## config.mk

```make
export PLATFORM = sky130hd
export DESIGN_NAME = modular_exponentiation_flat
export DESIGN_NICKNAME = d
export VERILOG_FILES = /design/src/sv/mexp_pkg.sv /design/src/sv/mexp_stream_if.sv /design/src/sv/mexp_modred.sv /design/src/sv/mexp_mulmod.sv /design/src/sv/modular_exponentiation.sv /design/src/flat_wrapper.sv
export VERILOG_INCLUDE_DIRS = /design/src /design/src/sv
export SDC_FILE = /design/constraint.sdc
export NUM_CORES = 2
export LEC_CHECK = 0
export ABC_AREA = 1
export BUFFER_PORTS_ARGS = -buffer_cell sky130_fd_sc_hd__clkbuf_2
export CAP_MARGIN = 0
export CORE_AREA = 2 2 492 592
export DETAILED_ROUTE_END_ITERATION = 8
export DIE_AREA = 0 0 494 594
export SYNTH_ARGS = -nofsm -noshare
export SYNTH_HDL_FRONTEND = slang
export SYNTH_HIERARCHICAL = 1
export SYNTH_SLANG_ARGS = --single-unit
```

## constraint.sdc

```tcl
create_clock -name clk -period 15.75 [get_ports clk]
set_input_delay 3.15 -clock clk [delete_from_list [all_inputs] [get_ports clk]]
set_output_delay 3.15 -clock clk [all_outputs]
set_load 0.03 [all_outputs]
```

## src/sv/modular_exponentiation_defines.svh

```systemverilog
// assertion macros for the modular exponentiation block
// expects clk and arst_n in the scope where a macro is used
`ifndef MODULAR_EXPONENTIATION_DEFINES_SVH
`define MODULAR_EXPONENTIATION_DEFINES_SVH

// property checked at every edge outside reset
`define MEXP_ASSERT(label, prop, msg) \
	label: assert property (@(posedge clk) disable iff (!arst_n) prop) else $error(msg);

// consequent checked in the cycle after the antecedent
`define MEXP_ASSERT_NEXT(label, ante, cons, msg) \
	label: assert property (@(posedge clk) disable iff (!arst_n) (ante) |=> (cons)) \
		else $error(msg);

`endif

```

## src/sv/mexp_pkg.sv

```systemverilog
// types, constants and the modular add shared by the modular exponentiation block
// no dependencies
`timescale 1ns / 1ps

package mexp_pkg;

	localparam int unsigned VAL_W = 63;
	localparam int unsigned BASE_W = 64;
	localparam int unsigned CNT_W = 6;

	localparam logic [VAL_W-1:0] EXP_RESET = VAL_W'((2 << 16) + 1);
	localparam logic [VAL_W-1:0] MOD_RESET = VAL_W'(1);

	localparam logic CFG_EXPONENT = 1'b0;
	localparam logic CFG_MODULUS = 1'b1;

	typedef struct packed {
		logic signed [BASE_W-1:0] base;
	} base_t;

	typedef struct packed {
		logic [VAL_W-1:0] power;
		logic             error;
	} result_t;

	typedef enum logic [2:0] {
		ST_IDLE,
		ST_REDUCE,
		ST_STEP,
		ST_WAIT,
		ST_FINISH
	} state_t;

	// (x + y) mod m for x, y < m
	function automatic logic [VAL_W-1:0] add_mod(input logic [VAL_W-1:0] x,
			input logic [VAL_W-1:0] y, input logic [VAL_W-1:0] m);
		logic [VAL_W:0] s;
		logic [VAL_W:0] d;
		s = {1'b0, x} + {1'b0, y};
		d = s - {1'b0, m};
		if (s >= {1'b0, m}) begin
			return d[VAL_W-1:0];
		end
		return s[VAL_W-1:0];
	endfunction

endpackage

```

## src/sv/mexp_stream_if.sv

```systemverilog
// valid/ready channel carrying one payload per transaction
// payload type is set by the instantiating level
`timescale 1ns / 1ps

interface mexp_stream_if #(parameter type T = logic);
	logic valid;
	logic ready;
	T     data;

	modport source(output valid, output data, input ready);
	modport sink(input valid, input data, output ready);
endinterface

```

## src/sv/mexp_modred.sv

```systemverilog
// bit-serial reduction of a value modulo m, msb first, one bit per cycle
// depends on mexp_pkg
`timescale 1ns / 1ps

module mexp_modred (
	input  logic                       clk,
	input  logic                       arst_n,
	input  logic                       start,
	input  logic [mexp_pkg::VAL_W-1:0] value,
	input  logic [mexp_pkg::VAL_W-1:0] m,
	output logic                       busy,
	output logic [mexp_pkg::VAL_W-1:0] rem
);
	import mexp_pkg::*;

	logic             busy_q;
	logic [CNT_W-1:0] cnt_q;
	logic [VAL_W-1:0] val_q;
	logic [VAL_W-1:0] rem_q;
	logic [VAL_W:0]   trial;
	logic [VAL_W:0]   diff;
	logic [VAL_W-1:0] rem_d;

	always_comb begin
		trial = {rem_q, val_q[VAL_W-1]};
		diff = trial - {1'b0, m};
		rem_d = (trial >= {1'b0, m}) ? diff[VAL_W-1:0] : trial[VAL_W-1:0];
	end

	always_ff @(posedge clk or negedge arst_n) begin
		if (!arst_n) begin
			busy_q <= 1'b0;
			cnt_q <= '0;
		end else if (start) begin
			busy_q <= 1'b1;
			cnt_q <= CNT_W'(VAL_W - 1);
		end else if (busy_q) begin
			if (cnt_q == '0) begin
				busy_q <= 1'b0;
			end
			cnt_q <= cnt_q - 1'b1;
		end
	end

	always_ff @(posedge clk) begin
		if (start) begin
			val_q <= value;
			rem_q <= '0;
		end else if (busy_q) begin
			val_q <= {val_q[VAL_W-2:0], 1'b0};
			rem_q <= rem_d;
		end
	end

	assign busy = busy_q;
	assign rem = rem_q;

endmodule

```

## src/sv/mexp_mulmod.sv

```systemverilog
// bit-serial modular multiplier, multiplier lsb first, one bit per cycle
// depends on mexp_pkg; x below 2m and y below m at start
`timescale 1ns / 1ps

module mexp_mulmod (
	input  logic                       clk,
	input  logic                       arst_n,
	input  logic                       start,
	input  logic [mexp_pkg::VAL_W-1:0] x,
	input  logic [mexp_pkg::VAL_W-1:0] y,
	input  logic [mexp_pkg::VAL_W-1:0] m,
	output logic                       busy,
	output logic [mexp_pkg::VAL_W-1:0] prod
);
	import mexp_pkg::*;

	logic             busy_q;
	logic [VAL_W-1:0] acc_q;
	logic [VAL_W-1:0] addend_q;
	logic [VAL_W-1:0] mult_q;
	logic             mult_zero;

	assign mult_zero = (mult_q == '0);

	always_ff @(posedge clk or negedge arst_n) begin
		if (!arst_n) begin
			busy_q <= 1'b0;
		end else if (start) begin
			busy_q <= 1'b1;
		end else if (busy_q && mult_zero) begin
			busy_q <= 1'b0;
		end
	end

	always_ff @(posedge clk) begin
		if (start) begin
			acc_q <= '0;
			addend_q <= (x >= m) ? x - m : x;
			mult_q <= y;
		end else if (busy_q && !mult_zero) begin
			if (mult_q[0]) begin
				acc_q <= add_mod(acc_q, addend_q, m);
			end
			addend_q <= add_mod(addend_q, addend_q, m);
			mult_q <= {1'b0, mult_q[VAL_W-1:1]};
		end
	end

	assign busy = busy_q;
	assign prod = acc_q;

endmodule

```

## src/sv/modular_exponentiation.sv

```systemverilog
// top level: right-to-left square and multiply over two bit-serial multipliers
// depends on mexp_pkg, mexp_stream_if, mexp_modred, mexp_mulmod and the defines header
//
// channel        dir  payload                    transaction
// base_stream    in   base (64b signed)          valid && ready
// result_stream  out  power (63b), error (1b)    valid && ready
// cfg port       in   exponent, modulus          cfg_we high at a clock edge
//
// the base is reduced bit-serially first; each exponent bit up to the top set one then
// costs a pass of the serial multipliers, whose length follows the multiplier operand
// one transaction in flight
// arst_n clears control state and loads the register reset values
// a finished result waits in the output register while the next base is taken
`timescale 1ns / 1ps
`include "modular_exponentiation_defines.svh"

module modular_exponentiation (
	input  logic                       clk,
	input  logic                       arst_n,
	input  logic                       cfg_we,
	input  logic                       cfg_addr,
	input  logic [mexp_pkg::VAL_W-1:0] cfg_wdata,
	mexp_stream_if.sink                base_stream,
	mexp_stream_if.source              result_stream
);
	import mexp_pkg::*;

	state_t           state_q;
	state_t           state_d;
	logic [VAL_W-1:0] exponent_q;
	logic [VAL_W-1:0] modulus_q;
	logic [VAL_W-1:0] e_q;
	logic [VAL_W-1:0] acc_q;
	logic [VAL_W-1:0] sq_q;
	logic             err_q;
	logic             out_valid_q;
	result_t          out_q;

	logic             take_base;
	logic             reject;
	logic             red_start;
	logic             red_busy;
	logic [VAL_W-1:0] red_rem;
	logic             mul_start;
	logic             mul_busy;
	logic [VAL_W-1:0] mul_prod;
	logic             sqr_start;
	logic             sqr_busy;
	logic [VAL_W-1:0] sqr_prod;
	logic             step_done;
	logic             out_load;
	logic             out_take;

	assign reject = base_stream.data.base[BASE_W-1] || (modulus_q == '0);
	assign out_take = out_valid_q && result_stream.ready;

	always_comb begin
		state_d = state_q;
		take_base = 1'b0;
		red_start = 1'b0;
		mul_start = 1'b0;
		sqr_start = 1'b0;
		step_done = 1'b0;
		out_load = 1'b0;
		case (state_q)
			ST_IDLE: begin
				if (base_stream.valid) begin
					take_base = 1'b1;
					if (reject) begin
						state_d = ST_FINISH;
					end else begin
						red_start = 1'b1;
						state_d = ST_REDUCE;
					end
				end
			end
			ST_REDUCE: begin
				if (!red_busy) begin
					state_d = ST_STEP;
				end
			end
			ST_STEP: begin
				if (e_q == '0) begin
					state_d = ST_FINISH;
				end else begin
					mul_start = e_q[0];
					sqr_start = (e_q[VAL_W-1:1] != '0);
					state_d = ST_WAIT;
				end
			end
			ST_WAIT: begin
				if (!mul_busy && !sqr_busy) begin
					step_done = 1'b1;
					state_d = ST_STEP;
				end
			end
			ST_FINISH: begin
				if (!out_valid_q || result_stream.ready) begin
					out_load = 1'b1;
					state_d = ST_IDLE;
				end
			end
			default: begin
				state_d = ST_IDLE;
			end
		endcase
	end

	always_ff @(posedge clk or negedge arst_n) begin
		if (!arst_n) begin
			state_q <= ST_IDLE;
		end else begin
			state_q <= state_d;
		end
	end

	always_ff @(posedge clk or negedge arst_n) begin
		if (!arst_n) begin
			exponent_q <= EXP_RESET;
			modulus_q <= MOD_RESET;
		end else if (cfg_we) begin
			case (cfg_addr)
				CFG_EXPONENT: exponent_q <= cfg_wdata;
				CFG_MODULUS:  modulus_q <= cfg_wdata;
				default: begin
				end
			endcase
		end
	end

	always_ff @(posedge clk or negedge arst_n) begin
		if (!arst_n) begin
			out_valid_q <= 1'b0;
		end else if (out_load) begin
			out_valid_q <= 1'b1;
		end else if (out_take) begin
			out_valid_q <= 1'b0;
		end
	end

	always_ff @(posedge clk) begin
		if (take_base) begin
			err_q <= reject;
			acc_q <= reject ? '0 : VAL_W'(1);
			e_q <= exponent_q;
		end
		if (state_q == ST_REDUCE && !red_busy) begin
			sq_q <= red_rem;
		end
		if (step_done) begin
			if (e_q[0]) begin
				acc_q <= mul_prod;
			end
			sq_q <= sqr_prod;
			e_q <= {1'b0, e_q[VAL_W-1:1]};
		end
		if (out_load) begin
			out_q.power <= acc_q;
			out_q.error <= err_q;
		end
	end

	// base sign is checked above, so only the low bits are reduced
	mexp_modred u_modred (
		.clk    (clk),
		.arst_n (arst_n),
		.start  (red_start),
		.value  (base_stream.data.base[VAL_W-1:0]),
		.m      (modulus_q),
		.busy   (red_busy),
		.rem    (red_rem)
	);

	mexp_mulmod u_mul (
		.clk    (clk),
		.arst_n (arst_n),
		.start  (mul_start),
		.x      (acc_q),
		.y      (sq_q),
		.m      (modulus_q),
		.busy   (mul_busy),
		.prod   (mul_prod)
	);

	mexp_mulmod u_sqr (
		.clk    (clk),
		.arst_n (arst_n),
		.start  (sqr_start),
		.x      (sq_q),
		.y      (sq_q),
		.m      (modulus_q),
		.busy   (sqr_busy),
		.prod   (sqr_prod)
	);

	assign base_stream.ready = (state_q == ST_IDLE);
	assign result_stream.valid = out_valid_q;
	assign result_stream.data = out_q;

	`MEXP_ASSERT(a_error_zero_power,
		(result_stream.valid && result_stream.data.error) |-> (result_stream.data.power == '0),
		"error result carries nonzero power")
	`MEXP_ASSERT(a_power_in_range,
		(result_stream.valid && !result_stream.data.error) |->
		((result_stream.data.power < modulus_q) || (result_stream.data.power == VAL_W'(1))),
		"power not reduced below modulus")
	`MEXP_ASSERT(a_units_quiet_when_idle,
		(state_q == ST_IDLE) |-> (!mul_busy && !sqr_busy && !red_busy),
		"arithmetic unit busy while idle")
	`MEXP_ASSERT_NEXT(a_accept_leaves_idle,
		base_stream.valid && base_stream.ready, state_q != ST_IDLE,
		"accepted base did not start work")

endmodule

```

## src/flat_wrapper.sv

```systemverilog
// flat-port wrapper written by rule: the top's interface ports become plain ports
module modular_exponentiation_flat import mexp_pkg::*;
  (clk, arst_n, cfg_we, cfg_addr, cfg_wdata, base_stream_valid, base_stream_data, base_stream_ready, result_stream_valid, result_stream_data, result_stream_ready);
  mexp_stream_if #(.T(base_t)) base_stream_i ();
  mexp_stream_if #(.T(result_t)) result_stream_i ();
  input  logic clk;
  input  logic arst_n;
  input  logic cfg_we;
  input  logic cfg_addr;
  input  logic [mexp_pkg::VAL_W-1:0] cfg_wdata;
  input wire logic [$bits(base_stream_i.valid)-1:0] base_stream_valid;
  input wire logic [$bits(base_stream_i.data)-1:0] base_stream_data;
  output wire logic [$bits(base_stream_i.ready)-1:0] base_stream_ready;
  output wire logic [$bits(result_stream_i.valid)-1:0] result_stream_valid;
  output wire logic [$bits(result_stream_i.data)-1:0] result_stream_data;
  input wire logic [$bits(result_stream_i.ready)-1:0] result_stream_ready;
  assign base_stream_i.valid = base_stream_valid;
  assign base_stream_i.data = base_stream_data;
  assign base_stream_ready = base_stream_i.ready;
  assign result_stream_valid = result_stream_i.valid;
  assign result_stream_data = result_stream_i.data;
  assign result_stream_i.ready = result_stream_ready;
  modular_exponentiation u_core (.clk(clk), .arst_n(arst_n), .cfg_we(cfg_we), .cfg_addr(cfg_addr), .cfg_wdata(cfg_wdata), .base_stream(base_stream_i), .result_stream(result_stream_i));
endmodule
```

==> summary.txt <==
Global routing
  • Maximum number of pins on one net before global-route repair: 105
  • Tot GR Track Use: ~30%
  • Vias in the first global route: 91270
  • Total grt overflow: 0
  • Initial antenna violation count: 21
  • First-pass GRT wire length: 627100 um

Worst hold path
  • Hold Startpoint: u_core/err_q
  • Cells on Worst Hold Path: 0
  • Min-delay worst type: register to register
  • Hold endpoint: u_core/result_stream.data[0]

Timing
  • Min cycle time layout: 6.529 ns
  • Fin Setup TNS: 0 ns
  • Max Slew Vio Count: 0
  • Worst clock skew: 0.08814 ns
  • FMAX: between 150 and 200 MHz
  • Final WS setup: just over 9 ns
  • Slew headroom: about 3.7%
  • Slew of the pin with the lowest slew margin: ~1.4 ns
  • Fin. Hold Viols: 0
  • RSZ-0062 raised after global routing: no
  • Finish-stage setup viols: 0
  • Share of the clock period used by the worst path: between 40% and 50%

Routing
  • DRT Pass-1 Iters: 8
  • Routed WL: 448900 um
  • DRT iter0 DRCs: 8280
  • DR vias/cell: 5.209
  • DRC: 0
  • Vias: 93050
  • Antenna-violating nets left: 0
  • Routed WL per cell: about 25 um

Floorplan
  • Core ar.: 287600 um^2
  • Placement row count: 216
  • Die height: 594 um
  • Initial core utilization: 29.87%
  • IO Pins: between 150 and 200
  • Die Wd: 494 um
  • Total die area: approximately 290000 um^2

Setup path
  • Reg2Reg Capture Point: u_core/u_sqr/prod[24]
  • Arrival time at the worst endpoint: 7.16 ns
  • Crit Path Category: register to register
  • Req. time, crit path: 16.38 ns
  • Worst r2r src: u_core/u_sqr/addend_q[0]
  • Crit path largest cell delay: ~0.64 ns
  • Most common cell on crit path: nand2_1
  • Crit-path max FO: 64
  • Startpoint types: register
  • Reg2Reg Depth: 29
  • Endpoint class of the critical path: register
  • Worst R2R Setup Slack: 9.22 ns
  • CP max-delay cell: nand2_4

Logic synthesis
  • Seq/Total Area, Yosys: 27.61%
  • Mapped Area: 85890 um^2
  • Post-synthesis async set-or-reset flop share: 15.50%
  • Syn_nets: between 10000 and 15000
  • Post-Syn Area per Cell: 6.197 um^2
  • Distinct cells, synth: 60
  • Top_reg_cell synth: edfxtp_1
  • Yosys warning count: 6
  • Synth Instances: around 14000
  • Flops & latches, synth: 897
  • Post-synth EDFFs: between 500 and 600

Place
  • Routability congestion estimate: 1.142
  • Post-DP HPWL: between 300000 and 400000 um
  • Port bufs: 198
  • Pre-CTS setup slack: 9.396 ns

Layout
  • Fillcell total: 32630
  • Layout cells sized above 1: 4.518%
  • Fin util: 32.86%
  • Area Growth Syn to Fin: 10.02%
  • NumNets Final: 14650

CTS
  • Clock sink count: 897
  • CTS buffer count: 106
  • Post-CTS Setup Inserts: 0
  • Root Driver: clkbuf_16
  • Post-cts repair resize count: 0
  • Hold-fix buffers at CTS: 0
  • Worst skew pair latency: 0.83 ns
  • Max Buffers Root-to-Sink: 3
  • H-tree depth: 3
  • Worst-path clk slew: roughly 0.06 ns
  • CTS tree: done

Job
  • Maxcap violations: 0

Run status
  • Status: finished, final reports clean
placed cells by master, fill, tap and decap left out, types with 118 or more instances in the layout:
cell type,instances
nand2_1,4308
inv_1,2168
nor2_1,1488
a21oi_1,902
nand3_1,899
o21ai_0,882
ha_1,569
edfxtp_1,505
dfxtp_1,253
clkbuf_2,197
xor2_1,194
nand4_1,192
xnor2_1,147
dfrtp_1,136
o21ai_1,118
cells in the mapped netlist, types with 58 or more instances:
library cell	count	share of area [%]
o211ai_1	58	0.51
nand2_1	4313	19
a31oi_1	67	0.49
a21oi_1	903	5.3
dfxtp_1	253	5.9
nor2_1	1494	6.5
clkbuf_1	170	0.74
nand4_1	192	1.4
xnor2_1	147	1.5
o21ai_1	118	0.69
edfxtp_1	505	18
o21bai_1	80	0.70
xor2_1	194	2.0
o21ai_0	882	5.1
ha_1	569	8.3
inv_1	2174	9.5
nor3_1	115	0.67
nand3b_1	58	0.51
dfrtp_1	136	4.0
nand3_1	899	5.2
per-layer routing:
| metal | global-route usage (%) | share of wire (%) | up-vias |
|---|---|---|---|
| li1 | - | - | 44850 |
| met1 | 31.91 | 36 | 43530 |
| met2 | 50.41 | 47 | 3489 |
| met3 | 3.585 | 5.5 | 1174 |
| met4 | 26.70 | 11 | 2 |
| met5 | 0 | 0.0029 | - |
sequential cells by signal, summed over array words and instances (netlist names):
register / count
u_core/result_stream.data: 64
u_core/acc_q: 63
u_core/e_q: 63
u_core/exponent_q: 63
u_core/modulus_q: 63
u_core/sq_q: 63
u_core/u_modred/rem: 63
u_core/u_modred/val_q: 63
u_core/u_mul/addend_q: 63
u_core/u_mul/mult_q: 63
u_core/u_mul/prod: 63
u_core/u_sqr/addend_q: 63
u_core/u_sqr/mult_q: 63
u_core/u_sqr/prod: 63
u_core/u_modred/cnt_q: 6
u_core/state_q: 3
u_core/err_q: 1
u_core/result_stream.valid: 1
u_core/u_modred/busy: 1
u_core/u_mul/busy: 1
u_core/u_sqr/busy: 1
stage by stage:
step | instances | cell area (um^2) | hold WS, ns
finish | 17860 | 94490 | 0.4207
global route | 17850 | 94460 | 0.4270
CTS | 17850 | 94450 | 0.4214
detailed placement | 17650 | 90810 | 0.4071
global placement | 17650 | 90810 | 0.4064
floorplan | 13860 | 85890 | 0.4003
area by class of cell:
type / count / area, um^2 / share of cell area (%)
Antenna cell: 16 / 40.04 / 0.04237
Clock buffer: 146 / 3022 / 3.198
Clock inverter: 55 / 618.1 / 0.6541
Inverter: 2246 / 8438 / 8.930
Multi-Input combinational cell: 10410 / 52280 / 55.32
Sequential cell: 897 / 23710 / 25.09
Tap cell: 3815 / 4773 / 5.052
Timing Repair Buffer: 280 / 1613 / 1.707
critical path, delay by kind of cell (launching register included):
family	cells	cell delay, ns
AOI/OAI and AO/OA	2	0.25
and+or+nand+nor	19	3.24
buffers and inverters	4	0.69
adders and majority gates	3	1.30
DFF	1	0.50
xor gates and xnor gates	1	0.28
cells by family after synthesis:
logic type	synth area share, %
XOR/XNOR	3.477
flip-flops	27.61
adder cells (fa/ha/maj)	8.499
AND/OR/NAND/NOR	34.62
buffers and inverters	11.67
AO/OA/AOI/OAI	14.13
how the worst max path moves through the flow:
stage	end	slack [ns]	from
2_1_floorplan	u_core/result_stream.data[0]	9.39	result_stream_ready
5_1_grt	u_core/u_sqr/prod[32]	8.91	u_core/u_sqr/addend_q[0]
3_3_place_gp	u_core/u_sqr/prod[45]	9.42	u_core/u_sqr/addend_q[0]
4_1_cts	u_core/u_sqr/prod[24]	9.39	u_core/u_sqr/addend_q[0]
3_5_place_dp	u_core/u_modred/val_q[47]	9.40	base_stream_valid
6_report	u_core/u_sqr/prod[24]	9.22	u_core/u_sqr/addend_q[0]
Power is left out: the tool's default activity adds up to more than one toggle a clock period on the data nets, which glitch-free logic cannot reach.
